`src/weo_pkg.sv`:
```
// Shared types and constants for the wheel encoder odometry core.
// Used by weo_delta, weo_div and wheel_encoder_odometry_core; no dependencies.

package weo_pkg;

	// default number of wheels with stored state
	localparam int WHEELS_DEF = 4;

	// field widths fixed by the stream format
	localparam int WHEEL_W = 2;
	localparam int COUNT_W = 16;
	localparam int ELAPSED_W = 16;
	localparam int DELTA_W = 17;
	localparam int TOTAL_W = 32;
	localparam int SPEED_W = 30;
	localparam int TICK_W = 16;
	localparam int MASK_W = 4;

	// register indexes on the config port
	localparam logic REG_REVERSE_MASK = 1'b0;
	localparam logic REG_TICK_LENGTH = 1'b1;

	// reset travel per tick: pi * 85 mm / 2264 ticks in Q0.16
	localparam logic [TICK_W-1:0] TICK_LEN_RESET = 16'd7730;

	// counter wrap correction
	localparam logic signed [17:0] WRAP_HALF = 18'sd15000;
	localparam logic signed [17:0] WRAP_SPAN = 18'sd60000;

	// speed scaling: mag * tick * 1000 / (elapsed * 256)
	localparam logic [9:0] MS_PER_S = 10'd1000;
	localparam int PROD_W = 32;
	localparam int NUM_W = 42;
	localparam int FRAC_DROP = 8;
	localparam int DIVIDEND_W = NUM_W - FRAC_DROP;
	localparam int DIVISOR_W = ELAPSED_W;
	localparam int DIV_CNT_W = $clog2(DIVIDEND_W + 1);

	// speed saturation limits
	localparam logic [SPEED_W-1:0] SPEED_MAX = 30'h1fff_ffff;
	localparam logic [SPEED_W-1:0] SPEED_MIN = 30'h2000_0000;

	// step strobes from the sequencer to the wheel state
	typedef struct packed {
		logic load;
		logic fix;
		logic sum;
	} step_ctl_t;

	// per-sample result of the wheel state
	typedef struct packed {
		logic hit;
		logic [DELTA_W-1:0] delta;
		logic [TOTAL_W-1:0] total;
	} step_res_t;

	// divider request and response
	typedef struct packed {
		logic start;
		logic [DIVIDEND_W-1:0] dividend;
		logic [DIVISOR_W-1:0] divisor;
	} div_req_t;

	typedef struct packed {
		logic done;
		logic [DIVIDEND_W-1:0] quotient;
	} div_rsp_t;

endpackage

```
`src/weo_delta.sv`:
```
// Per-wheel last count and tick total, wrap-corrected delta.
// Depends on weo_pkg.

module weo_delta #(
	parameter int WHEELS = weo_pkg::WHEELS_DEF
) (
	input  logic                          clk,
	input  logic                          arst_n,
	input  weo_pkg::step_ctl_t            ctl,
	input  logic [weo_pkg::WHEEL_W-1:0]   wheel,
	input  logic [weo_pkg::COUNT_W-1:0]   count,
	input  logic [weo_pkg::MASK_W-1:0]    rev_mask,
	output weo_pkg::step_res_t            res
);

	logic [weo_pkg::COUNT_W-1:0] last_q [WHEELS];
	logic [weo_pkg::TOTAL_W-1:0] sum_q [WHEELS];

	logic [weo_pkg::WHEEL_W-1:0] wheel_q;
	logic hit_q;
	logic rev_q;
	logic signed [17:0] diff_q;
	logic [weo_pkg::DELTA_W-1:0] delta_q;
	logic [weo_pkg::TOTAL_W-1:0] total_q;

	logic [weo_pkg::COUNT_W-1:0] last_rd;
	logic [weo_pkg::TOTAL_W-1:0] sum_rd;
	logic hit_in;
	logic signed [17:0] corr;
	logic [weo_pkg::TOTAL_W-1:0] sum_new;

	// read the entry of the incoming wheel and the latched wheel
	always_comb begin
		last_rd = '0;
		sum_rd = '0;
		for (int i = 0; i < WHEELS; i++) begin
			if (32'(wheel) == i) last_rd = last_q[i];
			if (32'(wheel_q) == i) sum_rd = sum_q[i];
		end
	end

	assign hit_in = 32'(wheel) < 32'(WHEELS);

	// wrap correction and direction mapping
	always_comb begin
		if (diff_q > weo_pkg::WRAP_HALF) begin
			corr = diff_q - weo_pkg::WRAP_SPAN;
		end else if (diff_q < -weo_pkg::WRAP_HALF) begin
			corr = diff_q + weo_pkg::WRAP_SPAN;
		end else begin
			corr = diff_q;
		end
		if (rev_q) corr = -corr;
	end

	assign sum_new = sum_rd + {{(weo_pkg::TOTAL_W-weo_pkg::DELTA_W){delta_q[weo_pkg::DELTA_W-1]}},
		delta_q};

	// stored per-wheel state
	always_ff @(posedge clk or negedge arst_n) begin
		if (!arst_n) begin
			for (int i = 0; i < WHEELS; i++) begin
				last_q[i] <= '0;
				sum_q[i] <= '0;
			end
		end else begin
			for (int i = 0; i < WHEELS; i++) begin
				if (ctl.load && 32'(wheel) == i) last_q[i] <= count;
				if (ctl.sum && hit_q && 32'(wheel_q) == i) sum_q[i] <= sum_new;
			end
		end
	end

	// working registers of one sample
	always_ff @(posedge clk) begin
		if (ctl.load) begin
			wheel_q <= wheel;
			hit_q <= hit_in;
			rev_q <= rev_mask[wheel];
			diff_q <= $signed({{2{count[weo_pkg::COUNT_W-1]}}, count})
				- $signed({{2{last_rd[weo_pkg::COUNT_W-1]}}, last_rd});
		end
		if (ctl.fix) delta_q <= hit_q ? corr[weo_pkg::DELTA_W-1:0] : '0;
		if (ctl.sum) total_q <= hit_q ? sum_new : '0;
	end

	assign res.hit = hit_q;
	assign res.delta = delta_q;
	assign res.total = total_q;

endmodule

```
`src/weo_div.sv`:
```
// Bit-serial restoring divider, one quotient bit per cycle.
// Depends on weo_pkg.

module weo_div (
	input  logic              clk,
	input  logic              arst_n,
	input  weo_pkg::div_req_t req,
	output weo_pkg::div_rsp_t rsp
);

	logic busy_q;
	logic done_q;
	logic [weo_pkg::DIV_CNT_W-1:0] cnt_q;
	logic [weo_pkg::DIVIDEND_W-1:0] quo_q;
	logic [weo_pkg::DIVISOR_W-1:0] rem_q;
	logic [weo_pkg::DIVISOR_W-1:0] dvs_q;

	logic [weo_pkg::DIVISOR_W:0] trial;
	logic no_borrow;

	// shift one dividend bit into the remainder and try to subtract
	always_comb begin
		trial = {rem_q, quo_q[weo_pkg::DIVIDEND_W-1]} - {1'b0, dvs_q};
		no_borrow = {rem_q, quo_q[weo_pkg::DIVIDEND_W-1]} >= {1'b0, dvs_q};
	end

	// control
	always_ff @(posedge clk or negedge arst_n) begin
		if (!arst_n) begin
			busy_q <= 1'b0;
			done_q <= 1'b0;
			cnt_q <= '0;
		end else begin
			done_q <= 1'b0;
			if (req.start) begin
				busy_q <= 1'b1;
				cnt_q <= weo_pkg::DIV_CNT_W'(weo_pkg::DIVIDEND_W);
			end else if (busy_q) begin
				cnt_q <= cnt_q - 1'b1;
				if (cnt_q == weo_pkg::DIV_CNT_W'(1)) begin
					busy_q <= 1'b0;
					done_q <= 1'b1;
				end
			end
		end
	end

	// datapath: quotient bits shift in behind the dividend
	always_ff @(posedge clk) begin
		if (req.start) begin
			quo_q <= req.dividend;
			dvs_q <= req.divisor;
			rem_q <= '0;
		end else if (busy_q) begin
			quo_q <= {quo_q[weo_pkg::DIVIDEND_W-2:0], no_borrow};
			rem_q <= no_borrow ? trial[weo_pkg::DIVISOR_W-1:0]
				: {rem_q[weo_pkg::DIVISOR_W-2:0], quo_q[weo_pkg::DIVIDEND_W-1]};
		end
	end

	assign rsp.done = done_q;
	assign rsp.quotient = quo_q;

endmodule

```
`src/wheel_encoder_odometry_core.sv`:
```
// Top level of the wheel encoder odometry core: sequencer, speed scaling, output register.
// Depends on weo_pkg, weo_delta and weo_div.
//
//  channel  dir  beat fields (tdata low bit up)                   tuser
//  s_*      in   count[15:0], elapsed[31:16]                       wheel
//  m_*      out  delta[16:0], tick_total[48:17], speed_q8[78:49]   wheel_out
//  cfg_*    in   cfg_idx 0 reverse_mask, 1 tick_length_q16         -
//
// A sample goes from its accepting edge to a valid result through four sequencer steps,
// the 34-step bit-serial divider, one step to take the quotient and one to load the
// output register. The sequencer accepts only when idle, so it takes no new sample until
// the previous one has left it, while that result may still wait in the output register.
// Reset clears all wheel state and returns both config registers to their defaults.
// A stalled output holds the sequencer in its last step until the register frees.

module wheel_encoder_odometry_core #(
	parameter int WHEELS = weo_pkg::WHEELS_DEF
) (
	input  logic                          clk,
	input  logic                          arst_n,
	input  logic                          s_tvalid,
	output logic                          s_tready,
	input  logic [31:0]                   s_tdata,  // count, elapsed
	input  logic [weo_pkg::WHEEL_W-1:0]   s_tuser,  // wheel
	output logic                          m_tvalid,
	input  logic                          m_tready,
	output logic [79:0]                   m_tdata,  // delta, tick_total, speed_q8, zero pad
	output logic [weo_pkg::WHEEL_W-1:0]   m_tuser,  // wheel_out
	input  logic                          cfg_we,
	input  logic                          cfg_idx,
	input  logic [weo_pkg::TICK_W-1:0]    cfg_wdata
);

	typedef enum logic [2:0] {
		ST_IDLE,
		ST_FIX,
		ST_SUM,
		ST_MUL,
		ST_DGO,
		ST_DWAIT,
		ST_OUT
	} state_t;

	state_t state_q;

	logic [weo_pkg::MASK_W-1:0] rev_mask_q;
	logic [weo_pkg::TICK_W-1:0] tick_len_q;

	logic [weo_pkg::ELAPSED_W-1:0] elapsed_q;
	logic neg_q;
	logic [weo_pkg::PROD_W-1:0] prod_q;
	logic [weo_pkg::NUM_W-1:0] num_q;
	logic [weo_pkg::SPEED_W-1:0] speed_q;
	logic [weo_pkg::WHEEL_W-1:0] wheel_q;

	logic m_tvalid_q;
	logic [79:0] m_tdata_q;
	logic [weo_pkg::WHEEL_W-1:0] m_tuser_q;

	weo_pkg::step_ctl_t ctl;
	weo_pkg::step_res_t res;
	weo_pkg::div_req_t dreq;
	weo_pkg::div_rsp_t drsp;

	logic accept;
	logic out_free;
	logic [weo_pkg::DELTA_W-1:0] mag17;
	logic [weo_pkg::SPEED_W-1:0] speed_nx;
	logic [weo_pkg::DIVIDEND_W-1:0] q;

	assign s_tready = (state_q == ST_IDLE);
	assign accept = s_tvalid && s_tready;
	assign out_free = !m_tvalid_q || m_tready;

	// step strobes for the wheel state
	assign ctl.load = accept;
	assign ctl.fix = (state_q == ST_FIX);
	assign ctl.sum = (state_q == ST_SUM);

	weo_delta #(
		.WHEELS(WHEELS)
	) u_delta (
		.clk(clk),
		.arst_n(arst_n),
		.ctl(ctl),
		.wheel(s_tuser),
		.count(s_tdata[15:0]),
		.rev_mask(rev_mask_q),
		.res(res)
	);

	// divider sees mag * tick * 1000 with the Q8 scale folded in
	assign dreq.start = (state_q == ST_DGO);
	assign dreq.dividend = num_q[weo_pkg::NUM_W-1:weo_pkg::FRAC_DROP];
	assign dreq.divisor = elapsed_q;

	weo_div u_div (
		.clk(clk),
		.arst_n(arst_n),
		.req(dreq),
		.rsp(drsp)
	);

	// magnitude of the delta, which stays below 2^16
	assign mag17 = res.delta[weo_pkg::DELTA_W-1] ? -res.delta : res.delta;

	// sign, saturation and zero cases of the speed
	always_comb begin
		q = drsp.quotient;
		if (!res.hit || elapsed_q == '0) begin
			speed_nx = '0;
		end else if (neg_q) begin
			if (q > weo_pkg::DIVIDEND_W'(weo_pkg::SPEED_MIN)) speed_nx = weo_pkg::SPEED_MIN;
			else speed_nx = -q[weo_pkg::SPEED_W-1:0];
		end else begin
			if (q > weo_pkg::DIVIDEND_W'(weo_pkg::SPEED_MAX)) speed_nx = weo_pkg::SPEED_MAX;
			else speed_nx = q[weo_pkg::SPEED_W-1:0];
		end
	end

	// config registers
	always_ff @(posedge clk or negedge arst_n) begin
		if (!arst_n) begin
			rev_mask_q <= '0;
			tick_len_q <= weo_pkg::TICK_LEN_RESET;
		end else if (cfg_we) begin
			case (cfg_idx)
				weo_pkg::REG_REVERSE_MASK: rev_mask_q <= cfg_wdata[weo_pkg::MASK_W-1:0];
				weo_pkg::REG_TICK_LENGTH: tick_len_q <= cfg_wdata;
				default: ;
			endcase
		end
	end

	// sequencer and output register
	always_ff @(posedge clk or negedge arst_n) begin
		if (!arst_n) begin
			state_q <= ST_IDLE;
			m_tvalid_q <= 1'b0;
		end else begin
			// result beat loads on the last step and clears once taken
			if (state_q == ST_OUT && out_free) m_tvalid_q <= 1'b1;
			else if (m_tready) m_tvalid_q <= 1'b0;
			case (state_q)
				ST_IDLE: if (accept) state_q <= ST_FIX;
				ST_FIX: state_q <= ST_SUM;
				ST_SUM: state_q <= ST_MUL;
				ST_MUL: state_q <= ST_DGO;
				ST_DGO: state_q <= ST_DWAIT;
				ST_DWAIT: if (drsp.done) state_q <= ST_OUT;
				ST_OUT: if (out_free) state_q <= ST_IDLE;
				default: state_q <= ST_IDLE;
			endcase
		end
	end

	// datapath registers of one sample
	always_ff @(posedge clk) begin
		if (accept) begin
			elapsed_q <= s_tdata[31:16];
			wheel_q <= s_tuser;
		end
		if (state_q == ST_SUM) begin
			neg_q <= res.delta[weo_pkg::DELTA_W-1];
			prod_q <= weo_pkg::PROD_W'(mag17[15:0]) * weo_pkg::PROD_W'(tick_len_q);
		end
		if (state_q == ST_MUL) begin
			num_q <= weo_pkg::NUM_W'(prod_q) * weo_pkg::NUM_W'(weo_pkg::MS_PER_S);
		end
		if (state_q == ST_DWAIT && drsp.done) speed_q <= speed_nx;
		if (state_q == ST_OUT && out_free) begin
			m_tdata_q <= {1'b0, speed_q, res.total, res.delta};
			m_tuser_q <= wheel_q;
		end
	end

	assign m_tvalid = m_tvalid_q;
	assign m_tdata = m_tdata_q;
	assign m_tuser = m_tuser_q;

endmodule
```
`config.mk`:
```
export PLATFORM = sky130hd
export DESIGN_NAME = wheel_encoder_odometry_core
export DESIGN_NICKNAME = d
export VERILOG_FILES = /design/src/weo_pkg.sv /design/src/weo_delta.sv /design/src/weo_div.sv /design/src/wheel_encoder_odometry_core.sv
export SDC_FILE = /design/constraint.sdc
export NUM_CORES = 2
export LEC_CHECK = 0
export ABC_AREA = 0
export BUFFER_PORTS_ARGS = -buffer_cell sky130_fd_sc_hd__buf_2
export CELL_PAD_IN_SITES_DETAIL_PLACEMENT = 1
export CELL_PAD_IN_SITES_GLOBAL_PLACEMENT = 2
export CORE_UTILIZATION = 39
export DETAILED_ROUTE_END_ITERATION = 16
export GPL_TIMING_DRIVEN = 0
export PLACE_DENSITY_LB_ADDON = 0.15
export SYNTH_ARGS = -nofsm -noshare
export SYNTH_HDL_FRONTEND = slang
export SYNTH_SLANG_ARGS = --single-unit
```
`constraint.sdc`:
```
create_clock -name clk -period 7.3 [get_ports clk]
set_input_delay 0 -clock clk [delete_from_list [all_inputs] [get_ports clk]]
set_output_delay 0 -clock clk [all_outputs]
set_load 0.01 [all_outputs]
```
; Word-level counts from Yosys, hierarchy flattened
; Cells that the tools add are included.
[word_totals]
ff_bits = 558
word_cells = 120
input_bits = 56
out_inout_bits = 84
[op_classes]
eq_ne = 16
add_sub_neg = 9
n_mux = 34
order_cmp = 6
n_mul = 2
n_reduce_logical = 22
bitwise_logic = 1
[ops]
columns = operator, count
row1 = 32-bit two-way mux, 4
row2 = 16-bit two-way mux, 6
row3 = 30-bit two-way mux, 3
row4 = 34-bit two-way mux, 2
row5 = 17-bit two-way mux, 3
row6 = 32-bit by 7-bit multiplier with 39-bit output (second input constant), 1
row7 = 34-bit by 29-bit > comparator with 1-bit output (second input constant), 1
row8 = 34-bit by 30-bit > comparator with 1-bit output (second input constant), 1
row9 = 32-bit adder, 1
row10 = 16-bit by 16-bit multiplier with 32-bit output, 1
row11 = 30-bit negator, 1
row12 = 3-bit one-hot mux with 7 select lines, 1
row13 = 17-bit adder (second input constant), 1
row14 = 17-bit by 16-bit greater-or-equal comparator with 1-bit output, 1
row15 = 17-bit by 15-bit > comparator with 1-bit output (second input constant), 1
row16 = 17-bit by 15-bit less-than comparator with 1-bit output (second input constant), 1
row17 = 17-bit negator, 1
row18 = 16-bit by 16-bit subtractor with 17-bit output, 1
row19 = 17-bit subtractor (second input constant), 1
row20 = 16-bit zero test, 1
row21 = 16-bit negator, 1
row22 = 16-bit subtractor, 1
row23 = 6-bit two-way mux, 2
row24 = 1-bit logical AND, 11
row25 = 21 further kinds, 42

; Logic depth before layout (Yosys ltp)
[logic_depth]
word_depth = 6
depth_mapped = 30
depth_no_buf = 29

; Hierarchy
; From an unflattened synthesis, not the netlist that was laid out.
[unflattened]
hier_cells = 3602
area_unflattened_um2 = 39857.0
[modules_own_cells]
columns = module, area_each_um2, cells_each, instances, seq_area_each_um2
row1 = wheel_encoder_odometry_core, 22066.2, 2027, 1, 6495.0
row2 = weo_delta, 13583.0, 1199, 1, 6876.6
row3 = weo_div, 4207.8, 376, 1, 2021.9

; Least setup slack after synthesis
; No wires, ideal clock.
[synth_timing]
path_kind = reg-to-reg
from = register u_delta.delta_q[0] (netlist name)
to = register prod_q[28] (netlist name), data pin
path_slack_ns = -0.473
n_path_buf = 2
arrival_time_ns = 7.514
setup_ns = 0.259
synth_period_minus_slack_ns = 7.773
required_time_ns = 7.041
path_stages_with_launch = 30
cell_sequence = edfxtp_1 -> clkbuf_1 -> inv_1 -> ha_1 -> nand2b_1 -> or4_1 -> or3_1 -> o31ai_1 -> xnor2_1 -> clkbuf_1 -> nand2_1 -> fa_1 -> fa_1 -> fa_1 -> inv_1 -> fa_1 -> fa_1 -> inv_1 -> fa_1 -> inv_1 -> ha_1 -> a21o_1 -> a21o_1 -> a211o_1 -> a2111oi_0 -> or3_1 -> a311oi_1 -> a21o_1 -> a21oi_1 -> xnor2_1
[synth_via]
elab_chain_cells = 3
[synth_rtl]
columns = item, line_no
row1 = start: declaration, weo_delta.sv:23  ; logic [weo_pkg::DELTA_W-1:0] delta_q;
row2 = start signal: assignment, weo_delta.sv:83  ; if (ctl.fix) delta_q <= hit_q ? corr[weo_pkg::DELTA_W-1:0] : '0;
row3 = 16-bit negator, wheel_encoder_odometry_core.sv:105  ; assign mag17 = res.delta[weo_pkg::DELTA_W-1] ? -res.delta : res.delta;
row4 = 16-bit two-way mux *, wheel_encoder_odometry_core.sv:105
row5 = 16-bit by 16-bit multiplier with 32-bit output *, wheel_encoder_odometry_core.sv:165  ; prod_q <= weo_pkg::PROD_W'(mag17[15:0]) * weo_pkg::PROD_W'(tick_len_q);
row6 = end signal: assignment, wheel_encoder_odometry_core.sv:165
row7 = end: declaration, wheel_encoder_odometry_core.sv:51  ; logic [weo_pkg::PROD_W-1:0] prod_q;
; Every way passes the cells marked *; elsewhere a longest branch is shown, timed or not.
; A chain may end at the register's enable or synchronous reset.

; Worst setup path after layout
[layout_timing]
from = register u_delta.delta_q[0] (netlist name)
to = register prod_q[26] (netlist name), data pin
; Same word-level chain as after synthesis.

==> results.txt <==
total grt overflow = 0
Hold Fails Final Rpt = 0
TritonCTS clock tree = yes
total core area = 0.09699 sq mm
initial antenna violation count = 1
Finished Cell Area = 0.04504 sq mm
worst skew pair latency = 0.65 ns
nature of the critical path startpoint = flip-flop
largest net degree at the start of global routing = 120
most frequent cells in the layout = 469 x nand2_1, 313 x edfxtp_1, 312 x fa_1
Max FO, Critical Path = 4
achievable frequency = 126.6 MHz
RSZ-0062 raised after global routing = yes
post-synth top area cell = edfxtp_1
Worst-path clk slew = 0.05 ns
drt pass-1 iters = 13
Detail Route Antenna Nets = 0
most used cell, CP = fa_1
row cnt = 114
largest stage delay on the critical path = 0.56 ns
Finished Layout Cells = 5,070
final setup fails = 13
final wirelength = 103.5 mm
ys async rst share = 0.4051
CTS max path bufs = 3
first-pass GRT wire length = 163.8 mm
Vert. Die Dim = 315.6 um
Setup WS post-layout = -0.5995 ns
count of pins over their slew limit = 0
CTS Buf Count = 66
Placed Cells = 4,817
Critical Path RT = 7.66 ns
# diodes = 0
Seq/Total Area, Yosys = 0.3997
Tmin final = 7.900 ns
Synth top area share = 0.2450
DRC = 4
RR Startpoint = u_delta.delta_q[0]
failing checks = DRC, setup timing
number of port buffers = 138
root buffer cell = clkbuf_16
CP endpoint kind = flip-flop
Arrival @ worst endpoint = 8.26 ns
Mapped Nets = 4,020
number of synthesized flops with an enable pin = 313
yosys warns = 0
post-DP HPWL = 77.56 mm
routed vias/inst = 5.237
P&R area growth vs syn = 17.41%
synthesized area per cell = 11.31 sq um
Critical Path Slowest Stage Cell = fa_2
Filler cells = 10,380
commonest non-fill, non-tap cell in the layout = nand2_1
period utilisation layout = 1.082
Vias = 26,550
I/O pin count = 140
Synth area leaders = edfxtp_1 25%, fa_1 16%, dfrtp_1 14%, ha_1 8.4%, nand2_1 4.7%
Primary FF master, synth = edfxtp_1
die width = 315.6 um
Max-Cap Viols = 0
mapped cell area = 0.03836 sq mm
number of synthesized register bits = 553
Sink Count = 553
Min-Delay Path Class = in2async
status = finished with violations
kind of critical path = reg2reg
vias in the first global route = 29,030
global placement routability congestion = 0.8419
Final nets = 4,369
relative slew slack = 0.1663
htree depth = 3
starting density of the core = 0.3955
initial DRC count = 1,201
Worst Max-Slew Pin Slew = 1.251 ns
gr usage total = 0.2106
wire length per cell = 20.41 um
Post-Synthesis Cells = 3,392
clock skew = 0.02572 ns
layout cells sized above 1 = 0.1766
Crit. Startpoint = u_delta.delta_q[0]
DP Area = 0.04097 sq mm
Synth cell types = 91
die area = 0.09961 sq mm
flip-flops by register name, indices dropped and copies added, names as in the netlist, 17 cells and up:
register	cells
m_tdata	79
num_q	34
prod_q	32
speed_q	30
u_delta.delta_q	17
u_delta.diff_q	17
u_delta.last_q	64
u_delta.sum_q	128
u_delta.total_q	32
u_div.quo_q	34
worst max-delay path: cells and delay by family (launching register included):
kind / cells / cell delay (ns)
fa+ha+maj: 8 / 3.37
compound gates: 6 / 1.38
simple gates: 5 / 1.22
buf+inv: 8 / 0.81
flops: 1 / 0.44
xor+xnor: 2 / 0.40
area by class of cell:
cell class,instances,area (sq um),share of cell area
inverters,324,1224,0.02717
clock buffers,86,1757,0.03901
multi-input cells,2397,22120,0.4911
flip-flops and latches,553,15330,0.3405
well taps,1276,1597,0.03545
repair buffers,282,2058,0.04570
clock inverters,35,366.6,0.008140
plain buffers,117,584.3,0.01297
final timing paths:
kind / endpoint / slack, ns / cells past startpoint
setup / recovery: prod_q[26] / -0.60 / 29
hold / removal: u_delta.sum_q[24] / 0.001 / 2
setup reg to reg: prod_q[26] / -0.60 / 29
hold reg to reg: m_tdata[48] / 0.41 / 0
max in group asynchronous: tick_len_q[14] / 6.13 / 3
min in group clk: elapsed_q[3] / 0.07 / 2
metrics by stage:
step           setup slack [ns]  setup TNS (ns)    util  hold WS (ns)
2_1_floorplan           -0.1285         -0.1681       -       -0.2956
3_3_place_gp             -3.431         -307.86  0.4205        0.1803
3_5_place_dp             -2.218          -33.75  0.4224        0.1254
4_1_cts                 -0.6329          -3.935  0.4610       0.01361
5_1_grt                 -0.8090          -7.831  0.4643       0.05475
6_report                -0.5995          -4.935  0.4643      0.001374
cells by family after synthesis:
kind of cell,share of synthesized area
adder cells (fa/ha/maj),0.2480
AND/OR/NAND/NOR,0.1226
AO/OA/AOI/OAI,0.08005
flip-flops,0.3997
buffers and inverters,0.04410
XOR/XNOR,0.03265
multiplexers,0.07271
other,0.00009776
layer usage:
metal / track usage / vias to the layer above / routed length, um
met5: 0 / - / 0
met4: 0.05380 / 0 / 2256
met3: 0.02611 / 127 / 3181
met2: 0.3574 / 368 / 50530
met1: 0.2854 / 13690 / 47490
li1: - / 12370 / -
synthesized netlist by cell type, types with 23 or more instances:
library cell / n
a211oi_1: 38
a21o_1: 38
a21oi_1: 106
and2_1: 133
clkbuf_1: 102
dfrtp_1: 217
edfxtp_1: 313
fa_1: 314
ha_1: 258
inv_1: 322
mux2_2: 136
mux4_2: 49
nand2_1: 478
nand2b_1: 23
nand3_1: 35
nor2_1: 144
nor3_1: 59
o21a_1: 25
o21ai_0: 134
xnor2_1: 101
xor2_1: 42
what timing repair did:
item / CTS / global route
endpoints found under the setup margin: 23 / 16
resized for setup: 110 / 55
hold buffers: 62 / 0
buffers inserted: 53 / 19
endpoints found under the hold margin: 226 / 0
pin swaps: 28 / 31
Power is left out: the tool's default activity adds up to more than one toggle a clock period on the data nets, which glitch-free logic cannot reach.
